==> config.mk <==
export PLATFORM = sky130hd
export DESIGN_NAME = ascii_frame_encoder_xor
export DESIGN_NICKNAME = d
export VERILOG_FILES = /design/src/hw/rtl/afe_pkg.sv /design/src/hw/rtl/afe_front.sv /design/src/hw/rtl/afe_cmd_fifo.sv /design/src/hw/rtl/afe_back.sv /design/src/hw/rtl/ascii_frame_encoder_xor.sv
export SDC_FILE = /design/constraint.sdc
export NUM_CORES = 1
export LEC_CHECK = 0
export BUFFER_PORTS_ARGS = -buffer_cell sky130_fd_sc_hd__buf_2
export CAP_MARGIN = 20
export CORE_UTILIZATION = 40
export DETAILED_ROUTE_END_ITERATION = 16
export GPL_TIMING_DRIVEN = 0
export PLACE_DENSITY = 0.56
export SYNTH_ARGS = -nofsm -noshare
export SYNTH_HDL_FRONTEND = slang
export SYNTH_SLANG_ARGS = --single-unit
==> constraint.sdc <==
create_clock -name clk_i -period 7.5 [get_ports clk_i]
set_clock_uncertainty 0.1 [all_clocks]
set_input_delay 1.125 -clock clk_i [delete_from_list [all_inputs] [get_ports clk_i]]
set_output_delay 1.125 -clock clk_i [all_outputs]
set_load 0.02 [all_outputs]
==> src/hw/rtl/afe_pkg.sv <==
// Shared types, constants and character helpers for the ASCII frame encoder.
package afe_pkg;

  // Largest payload length that still forms a frame.
  localparam logic [7:0] MaxPayload = 8'd64;

  // Number of encoded requests held between the front and the back.
  localparam int unsigned CmdDepth = 4;
  localparam int unsigned CmdPtrW  = $clog2(CmdDepth);
  localparam int unsigned CmdCntW  = $clog2(CmdDepth + 1);

  // Highest valid message type code (ERR).
  localparam logic [2:0] MaxMsgType = 3'd5;

  // Characters used in the frame.
  localparam logic [7:0] ChAt      = 8'h40;
  localparam logic [7:0] ChColon   = 8'h3A;
  localparam logic [7:0] ChNewline = 8'h0A;

  // Kinds of work the front hands to the back.
  typedef enum logic [1:0] {
    CMD_REJECT,
    CMD_HEADER,
    CMD_BYTE
  } cmd_kind_e;

  // Character positions of the back sequencer.
  typedef enum logic [3:0] {
    ST_AT,
    ST_LL_HI,
    ST_LL_LO,
    ST_COLON_LL,
    ST_TYPE_0,
    ST_TYPE_1,
    ST_TYPE_2,
    ST_COLON_TYPE,
    ST_BYTE,
    ST_COLON_CS,
    ST_CS_HI,
    ST_CS_LO,
    ST_NEWLINE,
    ST_REJECT
  } step_e;

  // One classified request from the front.
  typedef struct packed {
    cmd_kind_e  kind;
    logic [2:0] msg_type;
    logic [7:0] ll;
    logic [7:0] data;
    logic       has_byte;
    logic       last;
  } afe_cmd_t;

  // Uppercase hex digit of one nibble.
  function automatic logic [7:0] hex_char(input logic [3:0] nib);
    logic [7:0] ch;
    if (nib < 4'd10) begin
      ch = 8'h30 + {4'd0, nib};
    end else begin
      ch = 8'h37 + {4'd0, nib};
    end
    return ch;
  endfunction

  // One letter of the three-letter type name.
  function automatic logic [7:0] type_char(input logic [2:0] msg_type,
                                           input logic [1:0] idx);
    logic [23:0] text;
    logic [7:0]  ch;
    case (msg_type)
      3'd0:    text = "CMD";
      3'd1:    text = "DAT";
      3'd2:    text = "EVT";
      3'd3:    text = "STS";
      3'd4:    text = "ACK";
      3'd5:    text = "ERR";
      default: text = 24'd0;
    endcase
    case (idx)
      2'd0:    ch = text[23:16];
      2'd1:    ch = text[15:8];
      2'd2:    ch = text[7:0];
      default: ch = 8'd0;
    endcase
    return ch;
  endfunction

endpackage

==> src/hw/rtl/afe_front.sv <==
// Front part: accepts input items, tracks frame position and classifies each item.
module afe_front import afe_pkg::*; (
  input  logic       clk_i,
  input  logic       rst_ni,
  input  logic       push_i,
  input  logic [2:0] msg_type_i,
  input  logic [7:0] body_bytes_i,
  input  logic [7:0] payload_byte_i,
  input  logic       cmd_full_i,
  output logic       cmd_push_o,
  output afe_cmd_t   cmd_o
);

  logic       in_frame_q, in_frame_d;
  logic [7:0] bytes_left_q, bytes_left_d;
  logic       accept;

  assign accept     = push_i & ~cmd_full_i;
  assign cmd_push_o = accept;

  // Classify the item and update the frame position.
  always_comb begin
    in_frame_d      = in_frame_q;
    bytes_left_d    = bytes_left_q;
    cmd_o.kind      = CMD_BYTE;
    cmd_o.msg_type  = msg_type_i;
    cmd_o.ll        = body_bytes_i + 8'd4;
    cmd_o.data      = payload_byte_i;
    cmd_o.has_byte  = 1'b1;
    cmd_o.last      = 1'b0;
    if (!in_frame_q) begin
      if ((msg_type_i > MaxMsgType) || (body_bytes_i > MaxPayload)) begin
        cmd_o.kind = CMD_REJECT;
      end else begin
        cmd_o.kind     = CMD_HEADER;
        cmd_o.has_byte = (body_bytes_i != 8'd0);
        cmd_o.last     = (body_bytes_i <= 8'd1);
        if (accept && (body_bytes_i > 8'd1)) begin
          in_frame_d   = 1'b1;
          bytes_left_d = body_bytes_i - 8'd1;
        end
      end
    end else begin
      cmd_o.last = (bytes_left_q == 8'd1);
      if (accept) begin
        bytes_left_d = bytes_left_q - 8'd1;
        in_frame_d   = (bytes_left_q != 8'd1);
      end
    end
  end

  // Frame position registers.
  always_ff @(posedge clk_i or negedge rst_ni) begin
    if (!rst_ni) begin
      in_frame_q   <= 1'b0;
      bytes_left_q <= 8'd0;
    end else begin
      in_frame_q   <= in_frame_d;
      bytes_left_q <= bytes_left_d;
    end
  end

endmodule

==> src/hw/rtl/afe_cmd_fifo.sv <==
// Short request queue between the front and the back.
module afe_cmd_fifo import afe_pkg::*; (
  input  logic     clk_i,
  input  logic     rst_ni,
  input  logic     push_i,
  input  afe_cmd_t cmd_i,
  output logic     full_o,
  input  logic     pop_i,
  output logic     valid_o,
  output afe_cmd_t cmd_o
);

  afe_cmd_t             mem_q [CmdDepth];
  logic [CmdPtrW-1:0]   wr_ptr_q, rd_ptr_q;
  logic [CmdCntW-1:0]   count_q;
  logic                 do_push, do_pop;

  assign full_o  = (count_q == CmdCntW'(CmdDepth));
  assign valid_o = (count_q != '0);
  assign do_push = push_i & ~full_o;
  assign do_pop  = pop_i & valid_o;
  assign cmd_o   = mem_q[rd_ptr_q];

  // Storage for queued requests.
  always_ff @(posedge clk_i) begin
    if (do_push) begin
      mem_q[wr_ptr_q] <= cmd_i;
    end
  end

  // Pointers and fill count.
  always_ff @(posedge clk_i or negedge rst_ni) begin
    if (!rst_ni) begin
      wr_ptr_q <= '0;
      rd_ptr_q <= '0;
      count_q  <= '0;
    end else begin
      if (do_push) begin
        wr_ptr_q <= wr_ptr_q + CmdPtrW'(1);
      end
      if (do_pop) begin
        rd_ptr_q <= rd_ptr_q + CmdPtrW'(1);
      end
      if (do_push && !do_pop) begin
        count_q <= count_q + CmdCntW'(1);
      end else if (!do_push && do_pop) begin
        count_q <= count_q - CmdCntW'(1);
      end
    end
  end

endmodule

==> src/hw/rtl/afe_back.sv <==
// Back part: steps through the characters of each request and fills the result register.
module afe_back import afe_pkg::*; (
  input  logic       clk_i,
  input  logic       rst_ni,
  input  logic       cmd_valid_i,
  input  afe_cmd_t   cmd_i,
  output logic       cmd_pop_o,
  input  logic       pop_i,
  output logic       empty_o,
  output logic [7:0] frame_char_o,
  output logic       frame_end_o,
  output logic       rejected_o
);

  step_e      step_q, step_d, cur_step;
  logic       busy_q, busy_d;
  logic [7:0] xor_q, xor_d;
  logic       out_valid_q, out_valid_d;
  logic [7:0] char_q;
  logic       end_q, rej_q;
  logic [7:0] ch;
  logic       ch_end, ch_rej, summed, final_step, advance;

  // Pick the current step and produce its character and successor.
  always_comb begin
    if (busy_q) begin
      cur_step = step_q;
    end else begin
      case (cmd_i.kind)
        CMD_HEADER: cur_step = ST_AT;
        CMD_BYTE:   cur_step = ST_BYTE;
        default:    cur_step = ST_REJECT;
      endcase
    end

    ch         = 8'd0;
    ch_end     = 1'b0;
    ch_rej     = 1'b0;
    summed     = 1'b0;
    final_step = 1'b0;
    step_d     = cur_step;
    case (cur_step)
      ST_AT: begin
        ch     = ChAt;
        step_d = ST_LL_HI;
      end
      ST_LL_HI: begin
        ch     = hex_char(cmd_i.ll[7:4]);
        summed = 1'b1;
        step_d = ST_LL_LO;
      end
      ST_LL_LO: begin
        ch     = hex_char(cmd_i.ll[3:0]);
        summed = 1'b1;
        step_d = ST_COLON_LL;
      end
      ST_COLON_LL: begin
        ch     = ChColon;
        summed = 1'b1;
        step_d = ST_TYPE_0;
      end
      ST_TYPE_0: begin
        ch     = type_char(cmd_i.msg_type, 2'd0);
        summed = 1'b1;
        step_d = ST_TYPE_1;
      end
      ST_TYPE_1: begin
        ch     = type_char(cmd_i.msg_type, 2'd1);
        summed = 1'b1;
        step_d = ST_TYPE_2;
      end
      ST_TYPE_2: begin
        ch     = type_char(cmd_i.msg_type, 2'd2);
        summed = 1'b1;
        step_d = ST_COLON_TYPE;
      end
      ST_COLON_TYPE: begin
        ch     = ChColon;
        summed = 1'b1;
        step_d = cmd_i.has_byte ? ST_BYTE : ST_COLON_CS;
      end
      ST_BYTE: begin
        ch         = cmd_i.data;
        summed     = 1'b1;
        step_d     = ST_COLON_CS;
        final_step = ~cmd_i.last;
      end
      ST_COLON_CS: begin
        ch     = ChColon;
        step_d = ST_CS_HI;
      end
      ST_CS_HI: begin
        ch     = hex_char(xor_q[7:4]);
        step_d = ST_CS_LO;
      end
      ST_CS_LO: begin
        ch     = hex_char(xor_q[3:0]);
        step_d = ST_NEWLINE;
      end
      ST_NEWLINE: begin
        ch         = ChNewline;
        ch_end     = 1'b1;
        final_step = 1'b1;
      end
      ST_REJECT: begin
        ch_end     = 1'b1;
        ch_rej     = 1'b1;
        final_step = 1'b1;
      end
      default: begin
        final_step = 1'b1;
      end
    endcase
  end

  // Move one character whenever a request waits and the result register is free or being emptied.
  assign advance   = cmd_valid_i & (~out_valid_q | pop_i);
  assign cmd_pop_o = advance & final_step;

  // Next values of the sequencer, the checksum and the result flag.
  always_comb begin
    busy_d      = busy_q;
    xor_d       = xor_q;
    out_valid_d = out_valid_q;
    if (advance) begin
      busy_d      = ~final_step;
      out_valid_d = 1'b1;
      if (cur_step == ST_AT) begin
        xor_d = 8'd0;
      end else if (summed) begin
        xor_d = xor_q ^ ch;
      end
    end else if (pop_i) begin
      out_valid_d = 1'b0;
    end
  end

  // Sequencer state.
  always_ff @(posedge clk_i or negedge rst_ni) begin
    if (!rst_ni) begin
      step_q      <= ST_AT;
      busy_q      <= 1'b0;
      xor_q       <= 8'd0;
      out_valid_q <= 1'b0;
    end else begin
      if (advance) begin
        step_q <= step_d;
      end
      busy_q      <= busy_d;
      xor_q       <= xor_d;
      out_valid_q <= out_valid_d;
    end
  end

  // Result payload register.
  always_ff @(posedge clk_i) begin
    if (advance) begin
      char_q <= ch;
      end_q  <= ch_end;
      rej_q  <= ch_rej;
    end
  end

  assign empty_o      = ~out_valid_q;
  assign frame_char_o = char_q;
  assign frame_end_o  = end_q;
  assign rejected_o   = rej_q;

endmodule

==> src/hw/rtl/ascii_frame_encoder_xor.sv <==
// Top level of the ASCII frame encoder with XOR checksum.
//
// Use: items enter through a queue-like port. A request is taken at a rising
// edge with push_i high and full_o low. The first item of a frame carries the
// message type and payload length; each item of a nonempty frame has a byte.
// Results leave one character at a time: while empty_o is low the oldest
// character is on frame_char_o, frame_end_o and rejected_o, and pop_i high
// takes it at the next rising edge.
// A taken item enters the request queue; the back sequencer then writes
// its characters into the result register: the header and any byte for a
// frame's first item, the byte alone for a later item, the trailer to close
// the frame after its last byte, and a reject marker for an invalid first
// item. It emits one character per cycle while the result register is free
// or being popped; a four-entry request queue lets the input run ahead.
// Reset clears the frame position and empties the queue and result register.
// When the receiver stalls, the result is held and the queue fills; full_o
// rises once it holds four requests.
module ascii_frame_encoder_xor import afe_pkg::*; (
  input  logic       clk_i,
  input  logic       rst_ni,
  input  logic       push_i,
  output logic       full_o,
  input  logic [2:0] msg_type_i,
  input  logic [7:0] body_bytes_i,
  input  logic [7:0] payload_byte_i,
  output logic       empty_o,
  input  logic       pop_i,
  output logic [7:0] frame_char_o,
  output logic       frame_end_o,
  output logic       rejected_o
);

  afe_cmd_t front_cmd, head_cmd;
  logic     front_push, cmd_full, cmd_valid, cmd_pop;

  afe_front u_front (
    .clk_i          (clk_i),
    .rst_ni         (rst_ni),
    .push_i         (push_i),
    .msg_type_i     (msg_type_i),
    .body_bytes_i   (body_bytes_i),
    .payload_byte_i (payload_byte_i),
    .cmd_full_i     (cmd_full),
    .cmd_push_o     (front_push),
    .cmd_o          (front_cmd)
  );

  afe_cmd_fifo u_cmd_fifo (
    .clk_i   (clk_i),
    .rst_ni  (rst_ni),
    .push_i  (front_push),
    .cmd_i   (front_cmd),
    .full_o  (cmd_full),
    .pop_i   (cmd_pop),
    .valid_o (cmd_valid),
    .cmd_o   (head_cmd)
  );

  afe_back u_back (
    .clk_i        (clk_i),
    .rst_ni       (rst_ni),
    .cmd_valid_i  (cmd_valid),
    .cmd_i        (head_cmd),
    .cmd_pop_o    (cmd_pop),
    .pop_i        (pop_i),
    .empty_o      (empty_o),
    .frame_char_o (frame_char_o),
    .frame_end_o  (frame_end_o),
    .rejected_o   (rejected_o)
  );

  assign full_o = cmd_full;

endmodule

# After elaboration in Yosys (flattened, before gate mapping)
# Memories as Yosys holds them, arrays and structs flattened.
# Index checks and enable logic that the tools add are counted.
# totals
ff_bits,40
mem_bits_rw,92
in_bits,23
out_inout_bits,12
word_cells,127
mem_count,1
# memory_table
name,depth,width,rd,rd_ports_with_merged_regs,wr,line_no,rtl
u_cmd_fifo.mem_q,4,23,1,0,1,afe_cmd_fifo.sv:13,afe_cmd_t mem_q [CmdDepth];
# classes
add_sub_neg,15
magnitude_cmp,8
n_eq_ne,25
n_mux,35
bitwise_logic,11
reduce_logical,20
# op_table
operator,n
23-bit case mux with 6 select lines,1
8-bit case mux with 11 select lines,1
8-bit 2-to-1 mux,10
"6-bit by 4-bit adder with 7-bit output, first input constant",8
4-bit case mux with 12 select lines,1
"4-bit equality test, second input constant",6
"4-bit by 3-bit equality test with 1-bit output, second input constant",4
"4-bit < comparator, second input constant",4
"8-bit by 1-bit subtractor with 8-bit output, second input constant",2
1-bit 2-to-1 mux,15
11-bit OR reduction,1
"3-bit equality test, second input constant",3
"8-bit by 3-bit adder with 8-bit output, second input constant",1
"4-bit by 2-bit equality test with 1-bit output, second input constant",2
"8-bit by 1-bit equality test with 1-bit output, second input constant",1
"8-bit by 1-bit greater-than comparator with 1-bit output, second input constant",1
"8-bit by 7-bit greater-than comparator with 1-bit output, second input constant",1
"8-bit by 1-bit less-or-equal comparator with 1-bit output, second input constant",1
"8-bit by 1-bit inequality test with 1-bit output, second input constant",1
4-bit case mux with 2 select lines,1
2-bit nonzero test,4
8-bit nonzero test,1
8-bit OR reduction,1
8-bit bitwise XOR,1
27 further kinds,42

# Depth between registers and ports, before layout
# Gate-level depths: netlist of run 1.
# An unclocked memory read counts as a cell.
# logic_depth
word_depth,12
ltp_mapped,17
ltp_nobuf,13

# By module
# Synthesis of run 1 repeated with hierarchy kept, for this count alone.
# hier_totals
cells_unflattened,567
area_unflattened_um2,7146.9
# by_module_without_submodules
mod,n_inst,cells_per_inst,area_each_um2,seq_area_each_um2
afe_cmd_fifo,1,156,3788.6,2937.8
afe_back,1,286,2307.2,650.6
afe_front,1,125,1051.0,225.2

# Worst setup path after synthesis of run 1
# Ideal clock, no wire load.
# synth_path
kind,flip-flop to flip-flop
startpoint,register u_cmd_fifo.rd_ptr_q[0]
endpoint,register u_cmd_fifo.count_q[2]
setup_ps,79
arrival_time_ps,3672
t_required_ps,7321
slack_ps,3649
stages_incl_launch_ff,17
n_path_buf,4
period_less_slack_ps,3851
cell_sequence,dfrtp_1 -> buf_6 -> buf_6 -> buf_2 -> mux4_2 -> ha_1 -> nor2b_1 -> clkbuf_1 -> a21oi_1 -> o21ai_0 -> nand3_1 -> ha_1 -> inv_1 -> fa_1 -> xor2_1 -> nor2_1 -> xor2_1
# synth_between
elab_chain_cells,12
elab_cells_between_ends,27
cone_classes,eq/ne (13); mux (4); bitwise (3); reduce/logical (6); memory (1)
# synth_rtl
item,line_no,rtl
start: declaration,afe_cmd_fifo.sv:14,"logic [CmdPtrW-1:0] wr_ptr_q, rd_ptr_q;"
start signal: assignment,afe_cmd_fifo.sv:42,rd_ptr_q <= rd_ptr_q + CmdPtrW'(1);
memory read 4 x 23 bit (*),-,
2-bit equality test / 2-bit by 1-bit equality test with 1-bit output (equally long branches),afe_back.sv:29,case (cmd_i.kind)
4-bit case mux with 2 select lines,afe_back.sv:29,
4-bit 2-to-1 mux,afe_back.sv:26,if (busy_q) begin
4-bit by 2-bit equality test with 1-bit output (tied with other cells),afe_back.sv:42,case (cur_step)
11-bit OR reduction (no line),-,
1-bit case mux with 2 select lines (*),afe_back.sv:42,
1-bit AND (*),afe_back.sv:118,assign cmd_pop_o = advance & final_step;
1-bit AND (*),afe_cmd_fifo.sv:21,assign do_pop = pop_i & valid_o;
1-bit zero test,afe_cmd_fifo.sv:44,if (do_push && !do_pop) begin
1-bit logical AND,afe_cmd_fifo.sv:44,
3-bit 2-to-1 mux / 2-bit nonzero test (equally long branches),-,
end signal: assignment,afe_cmd_fifo.sv:45,count_q <= count_q + CmdCntW'(1);
end signal: assignment,afe_cmd_fifo.sv:47,count_q <= count_q - CmdCntW'(1);
end: declaration,afe_cmd_fifo.sv:15,logic [CmdCntW-1:0] count_q;
# Every way passes the cells marked *; elsewhere a longest branch is shown, timed or not.
# A chain may end at the register's enable or synchronous reset.

# Worst setup path in the final report of run 1
# layout_path
startpoint,register u_cmd_fifo.rd_ptr_q[1]
endpoint,register u_cmd_fifo.count_q[2]
# The elaborated chain is that of the path after synthesis.

==> results.py, run 1 <==
metrics = {
    "worst_setup_path": {
        "path_max_fanout": 10,
        "cp.arrival_ns": 4.86,
        "endpoint_kind": "flip-flop",
        "critical_path_class": "flip-flop to flip-flop",
        "r2r_cells": 15,
        "cp_data_required_time_ns": 7.74,
        "reg2reg_from": "u_cmd_fifo.rd_ptr_q[1]",
        "r2r-end": "u_cmd_fifo.count_q[2]",
        "cp-start-kind": "flip-flop",
        "ff2ff_setup_slack_ns": 2.88,
    },
    "logic_synthesis": {
        "synth_top_area_frac": 0.462,
        "avgSynthCellArea_um2": 12.7,
        "synthDistinctLibCells": 67,
        "syn-cell-area_um2": 6630,
        "synth_top_area_cell": "edfxtp_1",
        "syn_inst": 522,
        "synth_edf_count": 102,
        "synthArstFlopShare": 0.227,
        "synth_top_cells_by_area": "edfxtp_1 46%, dfrtp_1 11%, mux4_2 6.8%",
        "ys_ff_latch": 132,
        "synth_nets": 562,
        "ys_seq_area_frac": 0.575,
        "ys_warn_count": 0,
        "synth_flop_cell": "edfxtp_1",
    },
    "flow_run": {
        "cap_violations": 0,
    },
    "timing": {
        "rsz0062_at_grt": "false",
        "slew_violations": 0,
        "period_share": 0.616,
        "fmax_ghz": 0.216,
        "tightest_slew_ns": 0.992,
        "fin_crit_ns": 4.62,
        "slew_headroom": 0.333,
        "finalHoldViolCount": 0,
        "tns_ns": 0,
        "setup_violations": 0,
        "whs_ns": 0.384,
    },
    "clock_network": {
        "clk_latency_ns": 0.42,
        "post_cts_buffers": 0,
        "h-tree-depth": 4,
        "cts_tree": "done",
        "cts-root-buf": "clkbuf_16",
        "cts_made_buffers": 17,
        "clk_pin_slew_ns": 0.06,
        "cts-hold-fix-buffers": 0,
        "ctsResizeCount": 0,
        "cts_buffer_depth": 2,
        "clock_sinks": 132,
    },
    "pwr": {
        "p_sw_uw": 1360,
        "p_int_uw": 2130,
        "share_comb_of_total_power": 0.438,
        "p_leak_uw": 0.00287,
        "p_clk_frac": 0.239,
        "p_sw_frac": 0.391,
        "max-vdd-ir-drop_v": 0.000206,
        "seqPwrFrac": 0.323,
        "power_density_nw_per_um2": 451,
    },
    "route": {
        "vias_per_cell": 5.63,
        "antenna_left": 0,
        "num_vias": 4536,
        "first_iter_violations": 358,
        "avgRoutedWirePerCell_um": 18.8,
        "drc_errors": 0,
        "drt-pass1-iter-count": 5,
        "routed_wl_um": 15100,
    },
    "global_routing": {
        "grt_pass1_vias": 4436,
        "track_usage": 0.193,
        "overflow": 0,
        "met1_usage": 0.252,
        "antenna_found_initial": 0,
        "met2_usage": 0.312,
        "grt_pass1_wl_um": 23900,
        "use_met3": 0.0395,
        "grt_start_max_net_pins": 31,
        "top_usage_layer": "met2",
    },
    "cells_and_area": {
        "n_antenna_cell": 0,
        "drive_above_1_share": 0.181,
        "synthToLayoutAreaGrowth_pct": 16.7,
        "layout_common_cells": "102 x edfxtp_1, 38 x buf_2, 35 x nand2_1",
        "final_common_cell": "edfxtp_1",
        "nNetsFinal": 617,
        "nFillCells": 1420,
    },
    "die": {
        "die_x_um": 131,
        "initial_utilization": 0.413,
        "rows": 46,
        "core_um2": 16100,
        "die_y_um": 131,
        "die_area_um2": 17100,
        "io_pins": 35,
    },
    "placed_design": {
        "dp_hpwl_um": 10700,
        "io_buffer_count": 32,
        "place_congestion": 0.895,
    },
    "worst_hold_path": {
        "min_to": "u_cmd_fifo.count_q[2]",
        "hold_class": "flip-flop to flip-flop",
        "whs_path_depth": 1,
        "hp-start": "u_cmd_fifo.count_q[2]",
    },
    "status": {
        "status": "finished clean",
    },
}
## cell type report
type,count,area (µm²),area share
Clock buffer,17,425,0.0550
Multi-Input combinational cell,334,2570,0.332
Clock inverter,15,168,0.0217
Timing Repair Buffer,36,245,0.0317
Tap cell,216,270,0.0349
Sequential cell,132,3810,0.493
Buffer,25,128,0.0165
Inverter,31,116,0.0150
## power groups by stage
stage               combinational (µW)  sequential [µW]  clock, µW
finish                            1530             1130        833
global route                      1680             1150        876
CTS                               1530             1130        849
detailed placement                1520             1140          0
global placement                  1470             1140          0
floorplan                         1070             1150          0
## state kept, by name (all words and copies together), names as in the netlist
signal and count:
u_back.rejected_o 1, u_front.in_frame_q 1, u_back.out_valid_q 1, u_back.busy_q 1, u_back.frame_char_o 8, u_back.frame_end_o 1, u_front.bytes_left_q 8, u_cmd_fifo.mem_q 92
u_back.step_q 4, u_cmd_fifo.wr_ptr_q 2, u_back.xor_q 8, u_cmd_fifo.rd_ptr_q 2, u_cmd_fifo.count_q 3
## cells in the mapped netlist, drive strengths merged (3+ instances only)
cell type  number
o22ai           4
a211oi          8
nand2          35
and4b           4
mux2i           5
or3             6
nor3           11
edfxtp        102
mux4           23
nand2b          5
buf            10
ha             16
o21a            3
a21oi          32
nor2b           6
and2            4
o21ai          30
dfrtp          30
and3b           3
nand4           4
o31ai           5
a2bb2oi         3
a31oi           5
nor4            4
nand3          18
nor3b           4
inv            29
a211o           3
a21o            4
nor2           23
xnor2          15
clkbuf         15
and3            3
a21boi          3
or2             6
xor2           10
a22oi           4
## worst max-delay path: stages (launching register included)
cell and delay (ns):
dfrtp_1 0.50, buf_4 0.27, clkbuf_1 0.53, mux4_2 0.43
ha_1 0.35, nor2b_1 0.14, clkbuf_1 0.19, a21oi_1 0.47
o21ai_0 0.17, nand3_1 0.24, ha_1 0.23, inv_1 0.07
fa_1 0.42, xor2_1 0.17, nor2_1 0.11, xor2_1 0.15
## cell families (layout without fill, tap and decap cells)
family                   Yosys count  count (layout)  share of synthesized area
flip-flops                       132             132                      0.575
multiplexers                      29              29                     0.0891
buffers and inverters             56             124                     0.0368
adder cells (fa/ha/maj)           17              17                     0.0332
AO/OA/AOI/OAI                    120             120                      0.118
AND/OR/NAND/NOR                  143             143                      0.114
XOR/XNOR                          25              25                     0.0330
## worst max-delay path by stage
stage                                 from                     to  slack (ns)  cells past startpoint
floorplan           u_cmd_fifo.rd_ptr_q[0]  u_cmd_fifo.count_q[2]        3.65                     16
detailed placement  u_cmd_fifo.rd_ptr_q[1]  u_cmd_fifo.count_q[2]        2.89                     15
CTS                 u_cmd_fifo.rd_ptr_q[1]  u_cmd_fifo.count_q[2]        2.82                     15
global route        u_cmd_fifo.rd_ptr_q[1]  u_cmd_fifo.count_q[2]        2.59                     15
finish              u_cmd_fifo.rd_ptr_q[1]  u_cmd_fifo.count_q[2]        2.88                     15
global placement    u_cmd_fifo.rd_ptr_q[1]  u_cmd_fifo.count_q[2]        2.88                     15
## per-layer routing
layer,wire (µm),vias up
met4,320,0
met2,7450,132
met5,0,-
met3,573,29
li1,-,2101
met1,6770,2274
## metrics by stage
step / setup WS (ns) / cell area [µm²] / util / instances / power [µW]
finish: 2.88 / 7740 / 0.482 / 806 / 3490
global route: 2.59 / 7740 / 0.482 / 806 / 3700
CTS: 2.82 / 7740 / 0.482 / 806 / 3500
detailed placement: 2.89 / 7140 / 0.445 / 774 / 2660
global placement: 2.88 / 7060 / 0.440 / 770 / 2600
floorplan: 3.65 / 6630 / - / 522 / 2220
Note: power is estimated with default switching activity, not from simulation.
==> run 2, diff against run 1 <==
--- a/config.mk
+++ b/config.mk
@@ -10,7 +10,7 @@
 export CORE_UTILIZATION = 40
 export DETAILED_ROUTE_END_ITERATION = 16
 export GPL_TIMING_DRIVEN = 0
-export PLACE_DENSITY = 0.56
+export PLACE_DENSITY = 0.58
 export SYNTH_ARGS = -nofsm -noshare
 export SYNTH_HDL_FRONTEND = slang
 export SYNTH_SLANG_ARGS = --single-unit
==> constraint.sdc (replaced) <==
create_clock -name clk_i -period 3.8 [get_ports clk_i]
set_clock_uncertainty 0.1 [all_clocks]
set_input_delay 0.57 -clock clk_i [delete_from_list [all_inputs] [get_ports clk_i]]
set_output_delay 0.57 -clock clk_i [all_outputs]
set_load 0.02 [all_outputs]
==> run 2 against run 1 <==
  * Register-to-register slack lost 2.7 ns
  * Non-clock buffer count is 7 higher
  * Sequential power grew 97%
  * Sequential cell count did not move
  * First-iteration DRC count rose by 2.8%
  * Die area unchanged
  * Routed wire length down 0.80%
  * Sequential share of layout area is 1.1 points lower
  * Final area grew 2.2%
  * Combinational power increased by 110%
==> results.py, run 2 (synthesized netlist as in run 1, its figures left out) <==
metrics = {
    "die": {
        "rows": 46,
        "io_pins": 35,
        "core_um2": 16100,
        "initial_utilization": 0.413,
        "die_area_um2": 17100,
        "die_x_um": 131,
        "die_y_um": 131,
    },
    "cells_and_area": {
        "design_area_um2": 7910,
        "synthToLayoutAreaGrowth_pct": 19.3,
        "nNetsFinal": 624,
        "drive_above_1_share": 0.203,
        "layout_common_cells": "102 x edfxtp_1, 37 x buf_2, 35 x nand2_1",
        "largest_reg_flops": 92,
        "final_common_cell": "edfxtp_1",
        "regMostFlops": "u_cmd_fifo.mem_q",
        "n_antenna_cell": 0,
    },
    "worst_setup_path": {
        "worst-path-buf-inv": 4,
        "critical_path_class": "flip-flop to flip-flop",
        "cp_data_required_time_ns": 4.04,
        "endpoint_kind": "flip-flop",
        "cp.arrival_ns": 3.81,
        "cpPeakStageDelay_ns": 0.54,
        "cp-start-kind": "flip-flop",
        "crit_family": "adder cells",
        "path_max_fanout": 10,
        "cpMostUsedCell": "xor2_1",
        "cpMaxStageDelayCell": "mux4_2",
        "cp_cell_sequence": "buf_6, buf_16, mux4_2, ha_4, nor2b_1, clkbuf_2, a21oi_4, o21ai_0, nand3_2, ha_1, inv_1, fa_1, xor2_1, nor2_1, xor2_1",
    },
    "pwr": {
        "total_power_uw": 7120,
        "p_leak_uw": 0.00293,
        "power_density_nw_per_um2": 901,
        "max-vdd-ir-drop_v": 0.000416,
    },
    "clock_network": {
        "h-tree-depth": 4,
        "clock_sinks": 132,
        "cts_tree": "done",
        "clk_pin_slew_ns": 0.06,
        "cts-hold-fix-buffers": 0,
        "clk_latency_ns": 0.42,
        "cts_made_buffers": 17,
        "cts-root-buf": "clkbuf_16",
        "cts_buffer_depth": 2,
    },
    "timing": {
        "setup_violations": 0,
        "fin_crit_ns": 3.57,
        "slew_headroom": 0.402,
        "tightest_slew_ns": 0.889,
        "setup_slack_ns": 0.226,
        "finalHoldViolCount": 0,
        "period_share": 0.940,
        "slew_violations": 0,
        "fmax_ghz": 0.280,
        "whs_ns": 0.120,
        "rsz0062_at_grt": "false",
    },
    "global_routing": {
        "grt_pass1_wl_um": 23600,
        "overflow": 0,
        "grt_start_max_net_pins": 31,
        "track_usage": 0.191,
        "antenna_found_initial": 0,
        "grt_pass1_vias": 4390,
    },
    "route": {
        "drt-pass1-iter-count": 5,
        "antenna_left": 0,
        "avgRoutedWirePerCell_um": 18.4,
        "vias_per_cell": 5.59,
        "num_vias": 4544,
        "first_iter_violations": 368,
        "routed_wl_um": 15000,
        "drc_errors": 0,
    },
    "placed_design": {
        "dp_hpwl_um": 10800,
        "pre_cts_slack_ns": -0.803,
        "io_buffer_count": 32,
        "place_congestion": 0.904,
        "dpl_cell_area_um2": 7160,
    },
    "worst_hold_path": {
        "hold_class": "input pin to asynchronous set/reset pin",
    },
    "status": {
        "status": "finished clean",
    },
    "flow_run": {
        "cap_violations": 0,
    },
}
==> run 2: report_power, final <==
part / total [µW] / switching [µW] / internal [µW]
sequential: 2230 / 201 / 2030
clock: 1710 / 612 / 1100
combinational: 3180 / 1870 / 1310
total: 7120 / 2680 / 4440
==> run 2: worst paths after layout <==
check                                       startpoint                 endpoint  slack [ns]  depth (start not counted)
worst max-delay path            u_cmd_fifo.rd_ptr_q[0]    u_cmd_fifo.count_q[2]        0.23                         15
worst min-delay path                            rst_ni  u_front.bytes_left_q[4]        0.12                          1
worst max register to register  u_cmd_fifo.rd_ptr_q[0]    u_cmd_fifo.count_q[2]        0.23                         15
worst min register to register   u_cmd_fifo.count_q[2]    u_cmd_fifo.count_q[2]        0.39                          1
max in group asynchronous                       rst_ni   u_cmd_fifo.rd_ptr_q[1]        2.95                          1
min in group clk_i                               pop_i       u_back.out_valid_q        0.25                          2
==> run 2: cell type report <==
cell class                      count  area, µm²
Fill cell                        1441       8150
Sequential cell                   132       3810
Multi-Input combinational cell    334       2630
Clock buffer                       19        433
Timing Repair Buffer               45        325
Tap cell                          216        270
Clock inverter                     13        183
Buffer                             23        140
Inverter                           31        116
==> run 2: what timing repair did <==
action	4_1_cts	5_1_grt
pin swaps	0	1
endpoints found under the setup margin	19	5
gates resized for setup	11	4
buffers inserted	1	8
==> run 2: through the flow <==
stage	setup TNS, ns	std cells	util
3_5_place_dp	-6.08	774	0.446
2_1_floorplan	0	522	-
5_1_grt	0	813	0.493
6_report	0	813	0.493
3_3_place_gp	-6.56	770	0.440
4_1_cts	0	805	0.487
==> run 2: worst reg2reg max path, cell delays in order, from the launching register on <==
cell	delay, ns
dfrtp_1	0.35
buf_6	0.17
buf_16	0.15
mux4_2	0.55
ha_4	0.28
nor2b_1	0.13
clkbuf_2	0.20
a21oi_4	0.15
o21ai_0	0.13
nand3_2	0.16
ha_1	0.22
inv_1	0.07
fa_1	0.42
xor2_1	0.16
nor2_1	0.12
xor2_1	0.15
==> run 2: layer usage <==
layer,wire length [µm],vias to the layer above,share of wire,global-route usage
li1,-,2120,-,-
met1,6550,2261,0.44,0.249
met2,7400,137,0.49,0.306
met3,693,26,0.046,0.0419
met4,349,0,0.023,0.0859
met5,0,-,0,0
==> run 3, diff against run 2 <==
--- a/config.mk
+++ b/config.mk
@@ -5,12 +5,13 @@
 export SDC_FILE = /design/constraint.sdc
 export NUM_CORES = 1
 export LEC_CHECK = 0
-export BUFFER_PORTS_ARGS = -buffer_cell sky130_fd_sc_hd__buf_2
 export CAP_MARGIN = 20
 export CORE_UTILIZATION = 40
+export CTS_BUF_LIST = sky130_fd_sc_hd__clkbuf_16
 export DETAILED_ROUTE_END_ITERATION = 16
+export DONT_BUFFER_PORTS = 1
 export GPL_TIMING_DRIVEN = 0
-export PLACE_DENSITY = 0.58
+export PLACE_DENSITY = 0.56
 export SYNTH_ARGS = -nofsm -noshare
 export SYNTH_HDL_FRONTEND = slang
 export SYNTH_SLANG_ARGS = --single-unit
==> run 3 against run 2 <==
  * Register-to-register slack got worse by 0.08 ns
  * Sequential power is 4% higher
  * Clock-buffer cell count fell by 2
  * Utilization decreased by 0.97 points
  * Hold slack gained 0.024 ns
  * Total power decreased by 1.8%
  * Via count is 4.2% lower
  * Final cell count is 3.7% lower
  * Routed wire length is essentially flat
  * Setup slack lost 0.080 ns
==> results.py, run 3 (synthesized netlist as in run 1, its figures left out) <==
metrics = {
    "worst_setup_path": {
        "worst-path-buf-inv": 3,
        "reg2reg_from": "u_cmd_fifo.rd_ptr_q[0]",
        "path_max_fanout": 10,
        "cp_cell_sequence": "buf_6, buf_16, mux4_2, ha_1, nor2_2, nor2_4, o21ai_0, nand3_2, ha_2, inv_1, fa_1, mux2_2",
        "cp.arrival_ns": 3.86,
        "cpPeakStageDelay_ns": 0.51,
        "endpoint_kind": "flip-flop",
        "cp-start-kind": "flip-flop",
        "crit_family": "adder cells",
        "cp_data_required_time_ns": 4.00,
        "ff2ff_setup_slack_ns": 0.15,
        "r2r-end": "u_cmd_fifo.count_q[1]",
        "r2r_cells": 12,
        "critical_path_class": "flip-flop to flip-flop",
        "cpMaxStageDelayCell": "mux4_2",
    },
    "route": {
        "routed_wl_um": 15000,
        "first_iter_violations": 299,
        "drc_errors": 0,
        "antenna_left": 0,
        "avgRoutedWirePerCell_um": 19.1,
        "vias_per_cell": 5.56,
        "num_vias": 4351,
        "drt-pass1-iter-count": 5,
    },
    "global_routing": {
        "grt_pass1_vias": 4349,
        "antenna_found_initial": 0,
        "overflow": 0,
        "grt_pass1_wl_um": 23900,
        "track_usage": 0.193,
        "grt_start_max_net_pins": 31,
    },
    "placed_design": {
        "dpl_cell_area_um2": 6990,
        "io_buffer_count": 0,
        "dp_hpwl_um": 10700,
        "place_congestion": 0.889,
        "dp.cells": 742,
    },
    "clock_network": {
        "cts-root-buf": "clkbuf_16",
        "clock_sinks": 132,
        "h-tree-depth": 4,
        "clk_pin_slew_ns": 0.06,
        "clk_latency_ns": 0.42,
        "cts_made_buffers": 17,
        "cts_tree": "done",
        "cts_buffer_depth": 2,
    },
    "status": {
        "status": "finished clean",
    },
    "cells_and_area": {
        "regMostFlops": "u_cmd_fifo.mem_q",
        "nFillCells": 1390,
        "final-seq-area_um2": 3810,
        "post_layout_nonfiller_instances": 783,
        "largest_reg_flops": 92,
        "multi_input_area_um2": 2610,
        "layout_common_cells": "102 x edfxtp_1, 35 x nand2_1, 31 x a21oi_1",
        "design_area_um2": 7750,
        "final_common_cell": "edfxtp_1",
        "synthToLayoutAreaGrowth_pct": 16.9,
        "n_antenna_cell": 0,
        "nNetsFinal": 594,
        "drive_above_1_share": 0.160,
    },
    "timing": {
        "whs_ns": 0.145,
        "slew_headroom": 0.441,
        "fin_crit_ns": 3.65,
        "period_share": 0.962,
        "finalHoldViolCount": 0,
        "rsz0062_at_grt": "true",
        "slew_violations": 0,
        "fmax_ghz": 0.274,
        "setup_violations": 0,
        "tightest_slew_ns": 0.833,
        "tns_ns": 0,
    },
    "die": {
        "initial_utilization": 0.413,
        "io_pins": 35,
        "core_um2": 16100,
        "rows": 46,
        "die_y_um": 131,
        "die_area_um2": 17100,
        "die_x_um": 131,
    },
    "pwr": {
        "p_sw_uw": 2630,
        "power_density_nw_per_um2": 903,
        "share_comb_of_total_power": 0.429,
        "total_power_uw": 7000,
        "seqPwrFrac": 0.330,
        "p_clk_frac": 0.241,
        "p_int_uw": 4370,
        "p_leak_uw": 0.00282,
        "p_sw_frac": 0.376,
        "max-vdd-ir-drop_v": 0.000403,
    },
    "worst_hold_path": {
        "hold_class": "input pin to flip-flop",
        "hp-start": "payload_byte_i[4]",
        "whs_path_depth": 0,
        "min_to": "u_cmd_fifo.mem_q[0][6]",
    },
    "flow_run": {
        "cap_violations": 0,
    },
}
-- run 3: cell count changes in the layout (fill, tap and decap cells not counted), moves of 2 or more --
cell	change
buf_2	-31
clkbuf_1	-2
clkinvlp_4	-2
nor2_2	+2
-- run 3: cell type report --
type	instances	share of cell area
Buffer	23	0.0181
Tap cell	216	0.0349
Clock inverter	15	0.0244
Clock buffer	17	0.0549
Sequential cell	132	0.492
Multi-Input combinational cell	334	0.337
Timing Repair Buffer	15	0.0236
Inverter	31	0.0150
-- run 3: worst max path at each step --
stage	depth (start not counted)	end	slack [ns]	from
floorplan	16	u_cmd_fifo.count_q[2]	0.05	u_cmd_fifo.rd_ptr_q[0]
global placement	14	u_cmd_fifo.count_q[2]	-0.82	u_cmd_fifo.rd_ptr_q[1]
detailed placement	14	u_cmd_fifo.count_q[2]	-0.86	u_cmd_fifo.rd_ptr_q[1]
CTS	11	u_back.xor_q[6]	0.0005	u_cmd_fifo.rd_ptr_q[0]
global route	12	u_cmd_fifo.count_q[1]	-0.01	u_cmd_fifo.rd_ptr_q[0]
finish	12	u_cmd_fifo.count_q[1]	0.15	u_cmd_fifo.rd_ptr_q[0]
-- run 3: power groups by stage --
| stage | logic, µW | registers (µW) | clock network, µW |
|---|---|---|---|
| global placement | 2770 | 2320 | 0 |
| global route | 3330 | 2360 | 1770 |
| detailed placement | 2850 | 2330 | 0 |
| floorplan | 2110 | 2270 | 0 |
| CTS | 2930 | 2310 | 1720 |
| finish | 3000 | 2310 | 1690 |
-- run 3: repair_timing --
item                                   in CTS  in global routing
setup endpoints to repair                  19                  9
gates resized for setup                    10                  6
endpoints found under the hold margin      30                  0
hold buffers                                2                  0
setup buffers                               1                  8
cloned                                      0                  0
-- run 3: per-layer routing --
| metal | vias to the layer above | global-route usage | part of all wire |
|---|---|---|---|
| met4 | 0 | 0.0730 | 0.018 |
| met1 | 2164 | 0.244 | 0.45 |
| met5 | - | 0 | 0 |
| met2 | 112 | 0.324 | 0.50 |
| met3 | 21 | 0.0407 | 0.034 |
| li1 | 2054 | - | - |
-- run 3: metrics by stage --
stage           util  setup WS, ns
2_1_floorplan      -        0.0476
3_3_place_gp   0.430        -0.823
3_5_place_dp   0.435        -0.864
4_1_cts        0.478      0.000519
5_1_grt        0.483       -0.0140
6_report       0.483         0.146
